==> config.mk <==
export PLATFORM = sky130hd
export DESIGN_NAME = torus_neighbor_enumerator_unit
export DESIGN_NICKNAME = d
export VERILOG_FILES = /design/src/sv/tne_pkg.sv /design/src/sv/tne_ctrl.sv /design/src/sv/tne_datapath.sv /design/src/sv/torus_neighbor_enumerator_unit.sv
export SDC_FILE = /design/constraint.sdc
export NUM_CORES = 1
export LEC_CHECK = 0
export BUFFER_PORTS_ARGS = -buffer_cell sky130_fd_sc_hd__buf_2
export CAP_MARGIN = 10
export CELL_PAD_IN_SITES_DETAIL_PLACEMENT = 1
export CELL_PAD_IN_SITES_GLOBAL_PLACEMENT = 1
export CORE_MARGIN = 2
export CORE_UTILIZATION = 25
export DETAILED_ROUTE_END_ITERATION = 16
export PLACE_DENSITY = 0.54
export SLEW_MARGIN = 0
export SYNTH_ARGS = -nofsm -noshare
export SYNTH_HDL_FRONTEND = slang
export SYNTH_SLANG_ARGS = --single-unit
==> constraint.sdc <==
create_clock -name clock -period 30.9 [get_ports clock]
set_clock_uncertainty 0.15 [all_clocks]
set_input_delay 1.545 -clock clock [delete_from_list [all_inputs] [get_ports clock]]
set_output_delay 1.545 -clock clock [all_outputs]
set_load 0.1 [all_outputs]
==> src/sv/tne_pkg.sv <==
// Shared types, constants and helpers of the torus neighbor enumerator.
package tne_pkg;

   localparam int MAX_DIMS        = 3;
   localparam int ID_BITS_DEFAULT = 16;
   localparam int SIZE_W          = 16;
   localparam int ID_W            = 16;
   localparam int STEP_W          = 2;
   localparam int NUM_ORDS        = 3;
   localparam int CSR_IDX_W       = 3;
   localparam int CSR_DATA_W      = 16;

   // Configuration register indexes.
   localparam logic [CSR_IDX_W-1:0] CSR_DIM_COUNT    = 3'd0;
   localparam logic [CSR_IDX_W-1:0] CSR_SIZE_DIM0    = 3'd1;
   localparam logic [CSR_IDX_W-1:0] CSR_SIZE_DIM1    = 3'd2;
   localparam logic [CSR_IDX_W-1:0] CSR_SIZE_DIM2    = 3'd3;
   localparam logic [CSR_IDX_W-1:0] CSR_MAX_DISTANCE = 3'd4;

   // Step codes as they appear on the result channel.
   localparam logic [STEP_W-1:0] STEP_NONE  = 2'd0;
   localparam logic [STEP_W-1:0] STEP_MINUS = 2'd1;
   localparam logic [STEP_W-1:0] STEP_PLUS  = 2'd2;

   // Scan ordinals: the order in which steps of one dimension are visited.
   localparam logic [1:0] ORD_MINUS = 2'd0;
   localparam logic [1:0] ORD_NONE  = 2'd1;
   localparam logic [1:0] ORD_PLUS  = 2'd2;

   typedef struct packed {
      logic       capture;
      logic       div_step;
      logic       div_last;
      logic       mult_setup;
      logic       term_en;
      logic       scan_init;
      logic       scan_next;
      logic       emit;
      logic [1:0] dim;
      logic [1:0] ord;
   } cmd_type;

   typedef struct packed {
      logic [1:0] used_dims;
      logic       take;
      logic       last;
      logic       out_free;
   } status_type;

   function automatic logic [STEP_W-1:0] ord_to_step(input logic [1:0] ord);
      logic [STEP_W-1:0] step;
      case (ord)
         ORD_MINUS: step = STEP_MINUS;
         ORD_PLUS:  step = STEP_PLUS;
         default:   step = STEP_NONE;
      endcase
      return step;
   endfunction

endpackage

==> src/sv/tne_ctrl.sv <==
// Sequencer of the torus neighbor enumerator: divide, scale and scan phases.
module tne_ctrl #(
   parameter int ID_BITS = tne_pkg::ID_BITS_DEFAULT
) (
   input  logic                 clock,
   input  logic                 reset,
   input  logic                 req_valid,
   output logic                 req_ready,
   input  tne_pkg::status_type  status,
   output tne_pkg::cmd_type     cmd
);
   import tne_pkg::*;

   localparam int CNT_W = (ID_BITS > 1) ? $clog2(ID_BITS) : 1;

   typedef enum logic [2:0] {
      ST_IDLE,
      ST_DIVIDE,
      ST_SETUP,
      ST_TERM,
      ST_SCAN
   } state_type;

   state_type        state_ff;
   logic [1:0]       dim_ff;
   logic [1:0]       ord_ff;
   logic [CNT_W-1:0] bit_ff;
   logic             bit_last;
   logic             dim_last;

   assign bit_last  = (bit_ff == CNT_W'(ID_BITS - 1));
   assign dim_last  = (dim_ff == status.used_dims - 2'd1);
   assign req_ready = (state_ff == ST_IDLE);

   always_comb begin
      cmd     = '0;
      cmd.dim = dim_ff;
      cmd.ord = ord_ff;
      case (state_ff)
         ST_IDLE: begin
            cmd.capture = req_valid;
         end
         ST_DIVIDE: begin
            cmd.div_step = 1'b1;
            cmd.div_last = bit_last;
         end
         ST_SETUP: begin
            cmd.mult_setup = 1'b1;
            cmd.scan_init  = 1'b1;
         end
         ST_TERM: begin
            cmd.term_en = 1'b1;
         end
         ST_SCAN: begin
            // Candidates that are filtered out are skipped at one per cycle.
            if (status.take) begin
               if (status.out_free) begin
                  cmd.emit      = 1'b1;
                  cmd.scan_next = !status.last;
               end
            end else begin
               cmd.scan_next = 1'b1;
            end
         end
         default: begin
            cmd = '0;
         end
      endcase
   end

   always_ff @(posedge clock) begin
      if (reset) begin
         state_ff <= ST_IDLE;
         dim_ff   <= '0;
         ord_ff   <= ORD_MINUS;
         bit_ff   <= '0;
      end else begin
         case (state_ff)
            ST_IDLE: begin
               if (req_valid) begin
                  state_ff <= ST_DIVIDE;
                  dim_ff   <= '0;
                  bit_ff   <= '0;
               end
            end
            ST_DIVIDE: begin
               bit_ff <= bit_ff + CNT_W'(1);
               if (bit_last) begin
                  bit_ff <= '0;
                  if (dim_last) begin
                     state_ff <= ST_SETUP;
                  end else begin
                     dim_ff <= dim_ff + 2'd1;
                  end
               end
            end
            ST_SETUP: begin
               state_ff <= ST_TERM;
               dim_ff   <= '0;
               ord_ff   <= ORD_MINUS;
            end
            ST_TERM: begin
               if (ord_ff == ORD_PLUS) begin
                  ord_ff <= ORD_MINUS;
                  if (dim_last) begin
                     state_ff <= ST_SCAN;
                  end else begin
                     dim_ff <= dim_ff + 2'd1;
                  end
               end else begin
                  ord_ff <= ord_ff + 2'd1;
               end
            end
            ST_SCAN: begin
               if (status.take && status.out_free && status.last) begin
                  state_ff <= ST_IDLE;
               end
            end
            default: begin
               state_ff <= ST_IDLE;
            end
         endcase
      end
   end

endmodule

==> src/sv/tne_datapath.sv <==
// Datapath of the torus neighbor enumerator: registers, divider, multiplier and scan.
module tne_datapath #(
   parameter int ID_BITS = tne_pkg::ID_BITS_DEFAULT
) (
   input  logic                                  clock,
   input  logic                                  reset,
   input  logic                                  csr_write_en,
   input  logic [tne_pkg::CSR_IDX_W-1:0]         csr_index,
   input  logic [tne_pkg::CSR_DATA_W-1:0]        csr_wdata,
   input  logic [tne_pkg::ID_W-1:0]              req_own_id,
   input  tne_pkg::cmd_type                      cmd,
   output tne_pkg::status_type                   status,
   output logic                                  rsp_valid,
   input  logic                                  rsp_ready,
   output logic [tne_pkg::ID_W-1:0]              rsp_neighbor_id,
   output logic [tne_pkg::STEP_W-1:0]            rsp_step_dim0,
   output logic [tne_pkg::STEP_W-1:0]            rsp_step_dim1,
   output logic [tne_pkg::STEP_W-1:0]            rsp_step_dim2,
   output logic                                  rsp_last
);
   import tne_pkg::*;

   localparam int PROD_W = SIZE_W + ID_BITS;

   // Configuration registers.
   logic [1:0]        dim_count_ff;
   logic [SIZE_W-1:0] size_ff [MAX_DIMS];
   logic [1:0]        max_dist_ff;

   // Working registers.
   logic [SIZE_W-1:0]  div_rem_ff;
   logic [ID_BITS-1:0] div_work_ff;
   logic [SIZE_W-1:0]  coord_ff [MAX_DIMS];
   logic [ID_BITS-1:0] mult_ff  [MAX_DIMS];
   logic [ID_BITS-1:0] term_ff  [MAX_DIMS][NUM_ORDS];
   logic [1:0]         digit_ff [MAX_DIMS];

   // Output register.
   logic               rsp_valid_ff;
   logic [ID_W-1:0]    rsp_neighbor_id_ff;
   logic [STEP_W-1:0]  rsp_step_dim0_ff;
   logic [STEP_W-1:0]  rsp_step_dim1_ff;
   logic [STEP_W-1:0]  rsp_step_dim2_ff;
   logic               rsp_last_ff;

   logic [SIZE_W-1:0]  eff_size [MAX_DIMS];
   logic [1:0]         used_dims;
   logic [SIZE_W:0]    div_shift;
   logic               div_fits;
   logic [SIZE_W-1:0]  div_rem_in;
   logic [ID_BITS-1:0] div_work_in;
   logic [SIZE_W-1:0]  sel_coord;
   logic [SIZE_W-1:0]  sel_size;
   logic [SIZE_W-1:0]  wrap_coord;
   logic [SIZE_W-1:0]  mul_a;
   logic [ID_BITS-1:0] mul_b;
   logic [PROD_W-1:0]  product;
   logic [ID_BITS-1:0] cand_sum;
   logic [1:0]         cand_steps;
   logic [1:0]         last_reach;
   logic               cand_take;
   logic               cand_last;
   logic [1:0]         digit_in [MAX_DIMS];

   always_ff @(posedge clock) begin
      if (reset) begin
         dim_count_ff <= 2'd1;
         max_dist_ff  <= 2'd1;
         for (int d = 0; d < MAX_DIMS; d++) begin
            size_ff[d] <= SIZE_W'(1);
         end
      end else if (csr_write_en) begin
         case (csr_index)
            CSR_DIM_COUNT:    dim_count_ff <= csr_wdata[1:0];
            CSR_SIZE_DIM0:    size_ff[0]   <= csr_wdata[SIZE_W-1:0];
            CSR_SIZE_DIM1:    size_ff[1]   <= csr_wdata[SIZE_W-1:0];
            CSR_SIZE_DIM2:    size_ff[2]   <= csr_wdata[SIZE_W-1:0];
            CSR_MAX_DISTANCE: max_dist_ff  <= csr_wdata[1:0];
            default: begin
            end
         endcase
      end
   end

   // A zero size behaves as size one; a zero dimension count as one.
   always_comb begin
      for (int d = 0; d < MAX_DIMS; d++) begin
         eff_size[d] = (size_ff[d] == '0) ? SIZE_W'(1) : size_ff[d];
      end
      if (dim_count_ff == 2'd0) begin
         used_dims = 2'd1;
      end else if (dim_count_ff > 2'(MAX_DIMS)) begin
         used_dims = 2'(MAX_DIMS);
      end else begin
         used_dims = dim_count_ff;
      end
   end

   // Restoring divider, one quotient bit per cycle. The dividend shifts out of
   // the top of the work register while quotient bits enter at the bottom.
   always_comb begin
      div_shift   = {div_rem_ff, div_work_ff[ID_BITS-1]};
      div_fits    = (div_shift >= {1'b0, eff_size[cmd.dim]});
      div_rem_in  = div_fits ? SIZE_W'(div_shift - {1'b0, eff_size[cmd.dim]})
                             : div_shift[SIZE_W-1:0];
      div_work_in = {div_work_ff[ID_BITS-2:0], div_fits};
   end

   // Shared multiplier: place weight of dimension two, then one scaled
   // coordinate per cycle for each dimension and step.
   always_comb begin
      sel_coord = coord_ff[cmd.dim];
      sel_size  = eff_size[cmd.dim];
      case (cmd.ord)
         ORD_MINUS: wrap_coord = (sel_coord == '0) ? sel_size - SIZE_W'(1)
                                                   : sel_coord - SIZE_W'(1);
         ORD_PLUS:  wrap_coord = (sel_coord >= sel_size - SIZE_W'(1)) ? '0
                                                   : sel_coord + SIZE_W'(1);
         default:   wrap_coord = sel_coord;
      endcase
      mul_a   = cmd.mult_setup ? eff_size[1] : wrap_coord;
      mul_b   = cmd.mult_setup ? mult_ff[1]  : mult_ff[cmd.dim];
      product = PROD_W'(mul_a) * PROD_W'(mul_b);
   end

   always_ff @(posedge clock) begin
      if (cmd.capture) begin
         div_work_ff <= ID_BITS'(req_own_id);
         div_rem_ff  <= '0;
         mult_ff[0]  <= ID_BITS'(1);
         mult_ff[1]  <= ID_BITS'(eff_size[0]);
         for (int d = 0; d < MAX_DIMS; d++) begin
            coord_ff[d] <= '0;
            for (int o = 0; o < NUM_ORDS; o++) begin
               term_ff[d][o] <= '0;
            end
         end
      end
      if (cmd.div_step) begin
         div_work_ff <= div_work_in;
         div_rem_ff  <= cmd.div_last ? '0 : div_rem_in;
         if (cmd.div_last) begin
            coord_ff[cmd.dim] <= div_rem_in;
         end
      end
      if (cmd.mult_setup) begin
         mult_ff[2] <= product[ID_BITS-1:0];
      end
      if (cmd.term_en) begin
         term_ff[cmd.dim][cmd.ord] <= product[ID_BITS-1:0];
      end
      if (cmd.scan_init) begin
         for (int d = 0; d < MAX_DIMS; d++) begin
            digit_ff[d] <= (2'(d) < used_dims) ? ORD_MINUS : ORD_NONE;
         end
      end else if (cmd.scan_next) begin
         digit_ff <= digit_in;
      end
   end

   // Candidate step vector: its encoded id, whether it is emitted and whether
   // it is the final one. The final neighbor steps plus in the leading
   // dimensions up to the distance limit and nowhere else.
   always_comb begin
      cand_sum   = term_ff[0][digit_ff[0]] + term_ff[1][digit_ff[1]]
                 + term_ff[2][digit_ff[2]];
      cand_steps = '0;
      for (int d = 0; d < MAX_DIMS; d++) begin
         cand_steps = cand_steps + 2'(digit_ff[d] != ORD_NONE);
      end
      last_reach = (max_dist_ff < used_dims) ? max_dist_ff : used_dims;
      if (max_dist_ff == 2'd0) begin
         cand_take = (cand_steps == 2'd0);
         cand_last = 1'b1;
      end else begin
         cand_take = (cand_steps != 2'd0) && (cand_steps <= max_dist_ff);
         cand_last = 1'b1;
         for (int d = 0; d < MAX_DIMS; d++) begin
            if (digit_ff[d] != ((2'(d) < last_reach) ? ORD_PLUS : ORD_NONE)) begin
               cand_last = 1'b0;
            end
         end
      end
   end

   // Ternary increment; the highest dimension in use is the fastest digit.
   always_comb begin
      logic carry;
      carry = 1'b1;
      for (int d = MAX_DIMS - 1; d >= 0; d--) begin
         digit_in[d] = digit_ff[d];
         if ((2'(d) < used_dims) && carry) begin
            if (digit_ff[d] == ORD_PLUS) begin
               digit_in[d] = ORD_MINUS;
            end else begin
               digit_in[d] = digit_ff[d] + 2'd1;
               carry       = 1'b0;
            end
         end
      end
   end

   always_ff @(posedge clock) begin
      if (reset) begin
         rsp_valid_ff <= 1'b0;
      end else if (cmd.emit) begin
         rsp_valid_ff <= 1'b1;
      end else if (rsp_ready) begin
         rsp_valid_ff <= 1'b0;
      end
   end

   always_ff @(posedge clock) begin
      if (cmd.emit) begin
         rsp_neighbor_id_ff <= ID_W'(cand_sum);
         rsp_step_dim0_ff   <= ord_to_step(digit_ff[0]);
         rsp_step_dim1_ff   <= ord_to_step(digit_ff[1]);
         rsp_step_dim2_ff   <= ord_to_step(digit_ff[2]);
         rsp_last_ff        <= cand_last;
      end
   end

   assign status.used_dims = used_dims;
   assign status.take      = cand_take;
   assign status.last      = cand_last;
   assign status.out_free  = !rsp_valid_ff || rsp_ready;

   assign rsp_valid       = rsp_valid_ff;
   assign rsp_neighbor_id = rsp_neighbor_id_ff;
   assign rsp_step_dim0   = rsp_step_dim0_ff;
   assign rsp_step_dim1   = rsp_step_dim1_ff;
   assign rsp_step_dim2   = rsp_step_dim2_ff;
   assign rsp_last        = rsp_last_ff;

endmodule

==> src/sv/torus_neighbor_enumerator_unit.sv <==
// Torus neighbor enumerator: one node id in, every neighbor within the
// configured step distance out, one per result, the final one marked by last.
// A request is decoded into coordinates by a restoring divider, dimension
// by dimension in use, then a single shared multiplier forms the weight of
// the top dimension and then the scaled wrapped coordinates of each
// dimension and step. The scan then visits one candidate step vector per
// cycle, up to 3 to the power of the dimension count, and emits a result on
// each candidate that qualifies, waiting while the output register is full.
// The next request is taken as soon as the final result is in the output
// register.
// Configuration must only be written while no request is in progress.
module torus_neighbor_enumerator_unit #(
   parameter int ID_BITS = tne_pkg::ID_BITS_DEFAULT
) (
   input  logic                           clock,
   input  logic                           reset,
   input  logic                           csr_write_en,
   input  logic [tne_pkg::CSR_IDX_W-1:0]  csr_index,
   input  logic [tne_pkg::CSR_DATA_W-1:0] csr_wdata,
   input  logic                           req_valid,
   output logic                           req_ready,
   input  logic [tne_pkg::ID_W-1:0]       req_own_id,
   output logic                           rsp_valid,
   input  logic                           rsp_ready,
   output logic [tne_pkg::ID_W-1:0]       rsp_neighbor_id,
   output logic [tne_pkg::STEP_W-1:0]     rsp_step_dim0,
   output logic [tne_pkg::STEP_W-1:0]     rsp_step_dim1,
   output logic [tne_pkg::STEP_W-1:0]     rsp_step_dim2,
   output logic                           rsp_last
);
   import tne_pkg::*;

   cmd_type    cmd;
   status_type status;

   tne_ctrl #(
      .ID_BITS (ID_BITS)
   ) u_ctrl (
      .clock     (clock),
      .reset     (reset),
      .req_valid (req_valid),
      .req_ready (req_ready),
      .status    (status),
      .cmd       (cmd)
   );

   tne_datapath #(
      .ID_BITS (ID_BITS)
   ) u_datapath (
      .clock           (clock),
      .reset           (reset),
      .csr_write_en    (csr_write_en),
      .csr_index       (csr_index),
      .csr_wdata       (csr_wdata),
      .req_own_id      (req_own_id),
      .cmd             (cmd),
      .status          (status),
      .rsp_valid       (rsp_valid),
      .rsp_ready       (rsp_ready),
      .rsp_neighbor_id (rsp_neighbor_id),
      .rsp_step_dim0   (rsp_step_dim0),
      .rsp_step_dim1   (rsp_step_dim1),
      .rsp_step_dim2   (rsp_step_dim2),
      .rsp_last        (rsp_last)
   );

endmodule

==> flow_results.xml, run 1 <==
<?xml version="1.0" encoding="UTF-8"?>
<metrics>
  <group name="setup_path">
    <metric name="critical_path_peak_fanout" unit="">30</metric>
    <metric name="slowest_delay" unit="ns">0.69</metric>
    <metric name="critical_path_depth" unit="">42</metric>
    <metric name="crit_buf_inv" unit="">8</metric>
    <metric name="timing.critical_path.max_delay_family" unit="">adder cells</metric>
    <metric name="worst_path_max_delay_cell" unit="">sky130_fd_sc_hd__a31oi_1</metric>
    <metric name="r2r-end" unit="">u_datapath.term_ff[2][31]</metric>
    <metric name="r2r.worst_path.cells" unit="">42</metric>
    <metric name="crit_arrival" unit="ns">13.26</metric>
    <metric name="worst_setup_path_end_kind" unit="">register</metric>
    <metric name="crit_required" unit="ns">31.05</metric>
    <metric name="critical_path.reg2reg.startpoint" unit="">u_ctrl.state_ff[2]</metric>
    <metric name="crit_path_start_kind" unit="">register</metric>
    <metric name="reg2reg_slack" unit="ns">17.79</metric>
    <metric name="path_class" unit="">reg -&gt; reg</metric>
  </group>
  <group name="timing">
    <metric name="achievable_freq" unit="GHz">0.07627</metric>
    <metric name="layout_min_cycle_time" unit="ns">13.11</metric>
    <metric name="setup_violations" unit="">0</metric>
    <metric name="tightest_slew" unit="ns">1.332</metric>
    <metric name="finalHoldViolations" unit="">0</metric>
    <metric name="setup_tns" unit="ns">0</metric>
    <metric name="period_share" unit="">0.4243</metric>
    <metric name="rsz0062_at_grt" unit="">no</metric>
    <metric name="slew_violations" unit="">0</metric>
    <metric name="max_slew_margin" unit="">0.1119</metric>
  </group>
  <group name="drt">
    <metric name="drt_iter0_markers" unit="">1182</metric>
    <metric name="drt_pass1_iterations" unit="">5</metric>
    <metric name="detail_route.vias_per_cell" unit="">4.818</metric>
    <metric name="drtAntennaViolNets" unit="">0</metric>
    <metric name="wl_per_cell" unit="µm">20.87</metric>
    <metric name="post-route-drc-count" unit="">0</metric>
    <metric name="wl" unit="µm">72890</metric>
    <metric name="total_number_of_vias" unit="">16823</metric>
  </group>
  <group name="layout">
    <metric name="most-common-layout-cells" unit="">sky130_fd_sc_hd__nor2_1, sky130_fd_sc_hd__edfxtp_1, sky130_fd_sc_hd__inv_1</metric>
    <metric name="post-route-util" unit="">0.2846</metric>
    <metric name="number_of_nets_in_the_final_layout" unit="">2512</metric>
    <metric name="flow.area_growth_from_synthesis" unit="%">13.25</metric>
    <metric name="final_common_cell" unit="">sky130_fd_sc_hd__nor2_1</metric>
    <metric name="layout-drive-gt1-share" unit="">0.09848</metric>
  </group>
  <group name="hold_path">
    <metric name="holdCritPathClass" unit="">reg -&gt; reg</metric>
    <metric name="timing.hold.worst_path_depth" unit="">1</metric>
    <metric name="hold_path_sink" unit="">u_ctrl.bit_ff[3]</metric>
    <metric name="hold_path_origin" unit="">u_ctrl.bit_ff[3]</metric>
  </group>
  <group name="global_route">
    <metric name="first_global_vias" unit="">17882</metric>
    <metric name="gr-max-usage-layer" unit="">met2</metric>
    <metric name="global_route.overflow_total" unit="">0</metric>
    <metric name="largest_net_degree_at_the_start_of_global_routing" unit="">68</metric>
    <metric name="grt_use_met1" unit="">0.2050</metric>
    <metric name="grt_util_met2" unit="">0.2670</metric>
    <metric name="grt_pass1_wl" unit="µm">111900</metric>
    <metric name="grt.met3_usage" unit="">0.02591</metric>
    <metric name="grt_usage" unit="">0.1555</metric>
    <metric name="antenna_found_initial" unit="">3</metric>
  </group>
  <group name="yosys">
    <metric name="synthCells" unit="">2231</metric>
    <metric name="yosysWarnings" unit="">0</metric>
    <metric name="netlist-cell-type-count" unit="">83</metric>
    <metric name="ys.flop_type" unit="">sky130_fd_sc_hd__edfxtp_1</metric>
    <metric name="synth_largest_type_area_fraction" unit="">0.4571</metric>
    <metric name="postSynthAreaPerCell" unit="µm²">10.28</metric>
    <metric name="synth_area_leader_cell" unit="">sky130_fd_sc_hd__edfxtp_1</metric>
    <metric name="synth_enable_flop_cells" unit="">349</metric>
    <metric name="ffs_latches_synth" unit="">365</metric>
    <metric name="mappedNetlistNets" unit="">2472</metric>
    <metric name="synthArstFlopShare" unit="">0</metric>
    <metric name="synth.yosys.seq_area_share" unit="">0.4711</metric>
    <metric name="synthesis.area" unit="µm²">22930</metric>
    <metric name="netlist_top_cells_area" unit="">sky130_fd_sc_hd__edfxtp_1, sky130_fd_sc_hd__fa_1, sky130_fd_sc_hd__nor2_1, sky130_fd_sc_hd__ha_1, sky130_fd_sc_hd__inv_1</metric>
  </group>
  <group name="cts">
    <metric name="cts-root-to-sink-buffers" unit="">3</metric>
    <metric name="clk_sink_count" unit="">365</metric>
    <metric name="cts-buffers-inserted" unit="">44</metric>
    <metric name="postCtsSetupRepairBufs" unit="">0</metric>
    <metric name="worst_skew_pair.late_latency" unit="ns">0.58</metric>
    <metric name="cts-htree-levels" unit="">2</metric>
    <metric name="clock-root-buffer" unit="">sky130_fd_sc_hd__clkbuf_16</metric>
    <metric name="cts_hold_repair.buffers" unit="">0</metric>
    <metric name="worst_setup_hold_path_clk_slew" unit="ns">0.06</metric>
    <metric name="cts_tree" unit="">yes</metric>
    <metric name="cts.repair.resized" unit="">0</metric>
  </group>
  <group name="floorplanning">
    <metric name="die_x" unit="µm">306.8</metric>
    <metric name="fp-row-count" unit="">111</metric>
    <metric name="floorplan.die_area" unit="µm²">94150</metric>
    <metric name="start_util" unit="">0.2513</metric>
    <metric name="core_area" unit="µm²">91250</metric>
    <metric name="boundaryPins" unit="">65</metric>
    <metric name="die_h" unit="µm">306.8</metric>
  </group>
  <group name="placed_design">
    <metric name="dpl.hpwl" unit="µm">53990</metric>
    <metric name="place.gp.congestion" unit="">0.8451</metric>
    <metric name="place.port_buffers" unit="">64</metric>
  </group>
  <group name="run">
    <metric name="timing.max_cap.violations" unit="">0</metric>
  </group>
  <group name="run_status">
    <metric name="result_of_the_run" unit="">complete, no violations</metric>
  </group>
</metrics>
-- Yosys cell counts, drive strengths merged (8+ instances only) --
| cell | number |
|---|---|
| nor2 | 375 |
| edfxtp | 349 |
| inv | 226 |
| nand2 | 192 |
| ha | 103 |
| fa | 98 |
| o21ai | 95 |
| clkbuf | 82 |
| mux2i | 79 |
| a21oi | 76 |
| xnor2 | 58 |
| nand3 | 41 |
| nand2b | 35 |
| nor3 | 34 |
| buf | 27 |
| a31oi | 24 |
| and2 | 23 |
| or2 | 23 |
| nor2b | 22 |
| nor4 | 20 |
| a22oi | 18 |
| xor2 | 18 |
| dfxtp | 16 |
| nand4 | 14 |
| a21o | 12 |
| o221ai | 11 |
| a211oi | 10 |
| a21boi | 9 |
| o22ai | 9 |
| a22o | 8 |
| a31o | 8 |
-- registers in the layout, summed over array words and instances, names as in the netlist --
register	flops
u_ctrl.dim_ff	2
u_ctrl.ord_ff	2
u_datapath.rsp_step_dim1	2
u_ctrl.state_ff	3
u_datapath.mult_ff	32
u_datapath.rsp_step_dim0	2
u_ctrl.bit_ff	4
u_datapath.term_ff	144
u_datapath.digit_ff	6
u_datapath.rsp_valid	1
u_datapath.div_rem_ff	16
u_datapath.rsp_neighbor_id	16
u_datapath.rsp_step_dim2	2
u_datapath.rsp_last	1
u_datapath.coord_ff	64
u_datapath.div_work_ff	16
u_datapath.size_ff	48
u_datapath.dim_count_ff	2
u_datapath.max_dist_ff	2
-- kinds of logic after synthesis --
kind of cell,count (synthesis),share of synthesized area
muxes,83,0.03645
xor gates and xnor gates,78,0.03138
and+or+nand+nor,807,0.1577
adders and majority gates,201,0.1418
DFF,365,0.4711
AOI/OAI and AO/OA,360,0.1040
buffers and inverters,337,0.05763
-- layout make-up --
| type | instances | area [µm²] |
|---|---|---|
| Tap cell | 1186 | 1484 |
| Timing Repair Buffer | 103 | 613.1 |
| Fill cell | 10302 | 65280 |
| Sequential cell | 365 | 10800 |
| Clock inverter | 27 | 229.0 |
| Antenna cell | 1 | 2.502 |
| Clock buffer | 53 | 1135 |
| Multi-Input combinational cell | 1529 | 10840 |
| Inverter | 228 | 855.8 |
-- metrics by stage --
| stage | hold slack (ns) | area (µm²) | cells | setup WS [ns] |
|---|---|---|---|---|
| after floorplan | 0.3003 | 22930 | 2231 | 19.77 |
| after detailed placement | 0.3334 | 24600 | 3411 | 17.81 |
| after CTS | 0.3416 | 25960 | 3491 | 17.77 |
| final | 0.3530 | 25970 | 3492 | 17.79 |
| after global placement | 0.3142 | 24600 | 3411 | 18.16 |
| after global routing | 0.3792 | 25960 | 3491 | 16.85 |
-- worst max-delay path by stage --
stage,start,end,slack (ns)
floorplan,u_ctrl.dim_ff[1],u_datapath.term_ff[2][15],19.77
global placement,u_ctrl.state_ff[2],u_datapath.term_ff[2][15],18.16
detailed placement,u_ctrl.state_ff[2],u_datapath.term_ff[2][15],17.81
CTS,u_ctrl.state_ff[2],u_datapath.term_ff[2][31],17.77
global route,u_ctrl.state_ff[0],u_datapath.term_ff[2][31],16.85
finish,u_ctrl.state_ff[2],u_datapath.term_ff[2][31],17.79
-- routing by layer --
metal  wire (µm)  up-vias
met5           0        -
met3        3320       77
met2       35490      368
met4        1194        0
met1       32880     8562
li1            -     7816
Power of run 1 is left out: the tool's default activity adds up to more than one toggle a clock period on the data nets, which glitch-free logic cannot reach.
==> inputs of run 2 (changes only) <==
--- a/config.mk
+++ b/config.mk
@@ -12,7 +12,7 @@
 export CORE_MARGIN = 2
 export CORE_UTILIZATION = 25
 export DETAILED_ROUTE_END_ITERATION = 16
-export PLACE_DENSITY = 0.54
+export PLACE_DENSITY = 0.55
 export SLEW_MARGIN = 0
 export SYNTH_ARGS = -nofsm -noshare
 export SYNTH_HDL_FRONTEND = slang
==> constraint.sdc (replaced) <==
create_clock -name clock -period 12 [get_ports clock]
set_clock_uncertainty 0.15 [all_clocks]
set_input_delay 0.6 -clock clock [delete_from_list [all_inputs] [get_ports clock]]
set_output_delay 0.6 -clock clock [all_outputs]
set_load 0.1 [all_outputs]
==> flow_results.xml, run 2 (same netlist as run 1, synthesis figures left out) <==
<?xml version="1.0" encoding="UTF-8"?>
<metrics>
  <group name="setup_path">
    <metric name="critical_path.reg2reg.startpoint" unit="">u_ctrl.state_ff[0]</metric>
    <metric name="worstSetupStartpoint" unit="">u_ctrl.state_ff[0]</metric>
    <metric name="crit_arrival" unit="ns">11.31</metric>
    <metric name="worst_path_max_delay_cell" unit="">sky130_fd_sc_hd__a22oi_1</metric>
    <metric name="crit_required" unit="ns">12.13</metric>
    <metric name="path_class" unit="">reg -&gt; reg</metric>
    <metric name="crit_path_start_kind" unit="">register</metric>
    <metric name="critical_path_peak_fanout" unit="">45</metric>
    <metric name="cpMostUsedCell" unit="">sky130_fd_sc_hd__inv_1</metric>
    <metric name="worst_setup_path_end_kind" unit="">register</metric>
    <metric name="slowest_delay" unit="ns">0.78</metric>
  </group>
  <group name="drt">
    <metric name="wl_per_cell" unit="µm">21.16</metric>
    <metric name="drtAntennaViolNets" unit="">0</metric>
    <metric name="detail_route.vias_per_cell" unit="">4.792</metric>
    <metric name="wl" unit="µm">74590</metric>
    <metric name="post-route-drc-count" unit="">0</metric>
    <metric name="drt_iter0_markers" unit="">1078</metric>
    <metric name="drt_pass1_iterations" unit="">5</metric>
    <metric name="total_number_of_vias" unit="">16892</metric>
  </group>
  <group name="layout">
    <metric name="most-common-layout-cells" unit="">sky130_fd_sc_hd__nor2_1, sky130_fd_sc_hd__edfxtp_1, sky130_fd_sc_hd__inv_1</metric>
    <metric name="layout-drive-gt1-share" unit="">0.1159</metric>
    <metric name="sequential_cell_area" unit="µm²">10800</metric>
    <metric name="ant_diodes" unit="">0</metric>
    <metric name="final_common_cell" unit="">sky130_fd_sc_hd__nor2_1</metric>
    <metric name="registers_with_the_most_flip_flops" unit="">u_datapath.term_ff x144, u_datapath.coord_ff x64, u_datapath.size_ff x48</metric>
    <metric name="filler_cell_count" unit="">10289</metric>
    <metric name="number_of_nets_in_the_final_layout" unit="">2544</metric>
    <metric name="largest_register" unit="">u_datapath.term_ff</metric>
    <metric name="flow.area_growth_from_synthesis" unit="%">15.13</metric>
    <metric name="multi_input_combinational_cell_area" unit="µm²">10900</metric>
    <metric name="flip_flop_count_of_the_largest_register_after_layout" unit="">144</metric>
  </group>
  <group name="placed_design">
    <metric name="place.port_buffers" unit="">64</metric>
    <metric name="place.gp.congestion" unit="">0.8772</metric>
    <metric name="dpl.hpwl" unit="µm">56360</metric>
  </group>
  <group name="cts">
    <metric name="cts_tree" unit="">yes</metric>
    <metric name="worst_setup_hold_path_clk_slew" unit="ns">0.06</metric>
    <metric name="worst_skew_pair.late_latency" unit="ns">0.58</metric>
    <metric name="cts-root-to-sink-buffers" unit="">3</metric>
    <metric name="cts-buffers-inserted" unit="">45</metric>
    <metric name="cts-htree-levels" unit="">2</metric>
    <metric name="clk_sink_count" unit="">365</metric>
    <metric name="cts_hold_repair.buffers" unit="">0</metric>
    <metric name="clock-root-buffer" unit="">sky130_fd_sc_hd__clkbuf_16</metric>
  </group>
  <group name="timing">
    <metric name="max_slew_margin" unit="">0.1789</metric>
    <metric name="tightest_slew" unit="ns">1.232</metric>
    <metric name="period_share" unit="">0.9323</metric>
    <metric name="achievable_freq" unit="GHz">0.08938</metric>
    <metric name="slew_violations" unit="">0</metric>
    <metric name="setup_violations" unit="">0</metric>
    <metric name="rsz0062_at_grt" unit="">no</metric>
    <metric name="finalHoldViolations" unit="">0</metric>
    <metric name="layout_min_cycle_time" unit="ns">11.19</metric>
    <metric name="setup_tns" unit="ns">0</metric>
  </group>
  <group name="run_status">
    <metric name="result_of_the_run" unit="">complete, no violations</metric>
  </group>
  <group name="floorplanning">
    <metric name="fp-row-count" unit="">111</metric>
    <metric name="die_h" unit="µm">306.8</metric>
    <metric name="boundaryPins" unit="">65</metric>
    <metric name="core_area" unit="µm²">91250</metric>
    <metric name="floorplan.die_area" unit="µm²">94150</metric>
    <metric name="start_util" unit="">0.2513</metric>
    <metric name="die_x" unit="µm">306.8</metric>
  </group>
  <group name="run">
    <metric name="timing.max_cap.violations" unit="">0</metric>
  </group>
  <group name="global_route">
    <metric name="global_route.overflow_total" unit="">0</metric>
    <metric name="antenna_found_initial" unit="">1</metric>
    <metric name="grt_usage" unit="">0.1584</metric>
    <metric name="grt_pass1_wl" unit="µm">113700</metric>
    <metric name="first_global_vias" unit="">18248</metric>
    <metric name="largest_net_degree_at_the_start_of_global_routing" unit="">48</metric>
  </group>
  <group name="hold_path">
    <metric name="hold_path_origin" unit="">req_own_id[6]</metric>
    <metric name="holdCritPathClass" unit="">in -&gt; reg</metric>
  </group>
</metrics>
-- run 2: cell types whose count changed in the layout (fill, tap and decap cells not counted), moves of 2 or more --
| cell | before | now |
|---|---|---|
| sky130_fd_sc_hd__bufinv_16 | 2 | 7 |
| sky130_fd_sc_hd__clkinv_2 | 11 | 7 |
| sky130_fd_sc_hd__inv_8 | 2 | 0 |
| sky130_fd_sc_hd__nand2_1 | 192 | 190 |
| sky130_fd_sc_hd__a21oi_1 | 75 | 73 |
| sky130_fd_sc_hd__nand2_2 | 0 | 2 |
| sky130_fd_sc_hd__a21oi_2 | 1 | 3 |
| sky130_fd_sc_hd__buf_4 | 39 | 70 |
-- run 2: what timing repair did --
item	4_1_cts	5_1_grt
endpoints found under the hold margin	0	0
resized for setup	0	14
buffers inserted	0	0
setup endpoints to repair	0	10
-- run 2: area by class of cell --
| class | count | share of cell area |
|---|---|---|
| Sequential cell | 365 | 0.4093 |
| Timing Repair Buffer | 134 | 0.03204 |
| Tap cell | 1186 | 0.05621 |
| Multi-Input combinational cell | 1529 | 0.4129 |
| Clock buffer | 55 | 0.04408 |
| Inverter | 228 | 0.03242 |
| Clock inverter | 28 | 0.01308 |
-- run 2: through the flow --
stage	instances	setup slack (ns)	utilization	instance area [µm²]	hold slack, ns
after detailed placement	3442	0.2513	0.2721	24830	0.3316
after floorplan	2231	0.8712	-	22930	0.3003
final	3525	0.8119	0.2893	26400	0.1346
after global placement	3442	0.3604	0.2721	24830	0.3044
after global routing	3525	0.06826	0.2893	26400	0.1406
after CTS	3525	0.1697	0.2887	26340	0.1088
-- run 2: path summary, 6_finish.rpt --
kind | end | slack (ns) | cells past startpoint
min reg2reg | u_ctrl.bit_ff[3] | 0.35 | 1
max reg2reg | u_datapath.term_ff[2][15] | 0.81 | 39
min | u_datapath.div_work_ff[6] | 0.13 | 3
max | u_datapath.term_ff[2][15] | 0.81 | 39
-- run 2: per-layer routing --
| metal | routed length [µm] | GRT usage | up-vias |
|---|---|---|---|
| li1 | - | - | 7887 |
| met1 | 33480 | 0.2088 | 8571 |
| met2 | 36580 | 0.2731 | 333 |
| met3 | 2661 | 0.01799 | 99 |
| met4 | 1846 | 0.04537 | 2 |
| met5 | 13 | 0 | - |
-- run 2: worst max-delay path: cells and delay by family, from the launching register on --
| family | cells | cell delay [ns] |
|---|---|---|
| buf+inv | 12 | 1.86 |
| xor+xnor | 3 | 0.93 |
| fa+ha+maj | 8 | 3.29 |
| compound gates | 10 | 2.73 |
| simple gates | 6 | 1.55 |
| flops | 1 | 0.31 |
Power of run 2 is left out for the same reason.
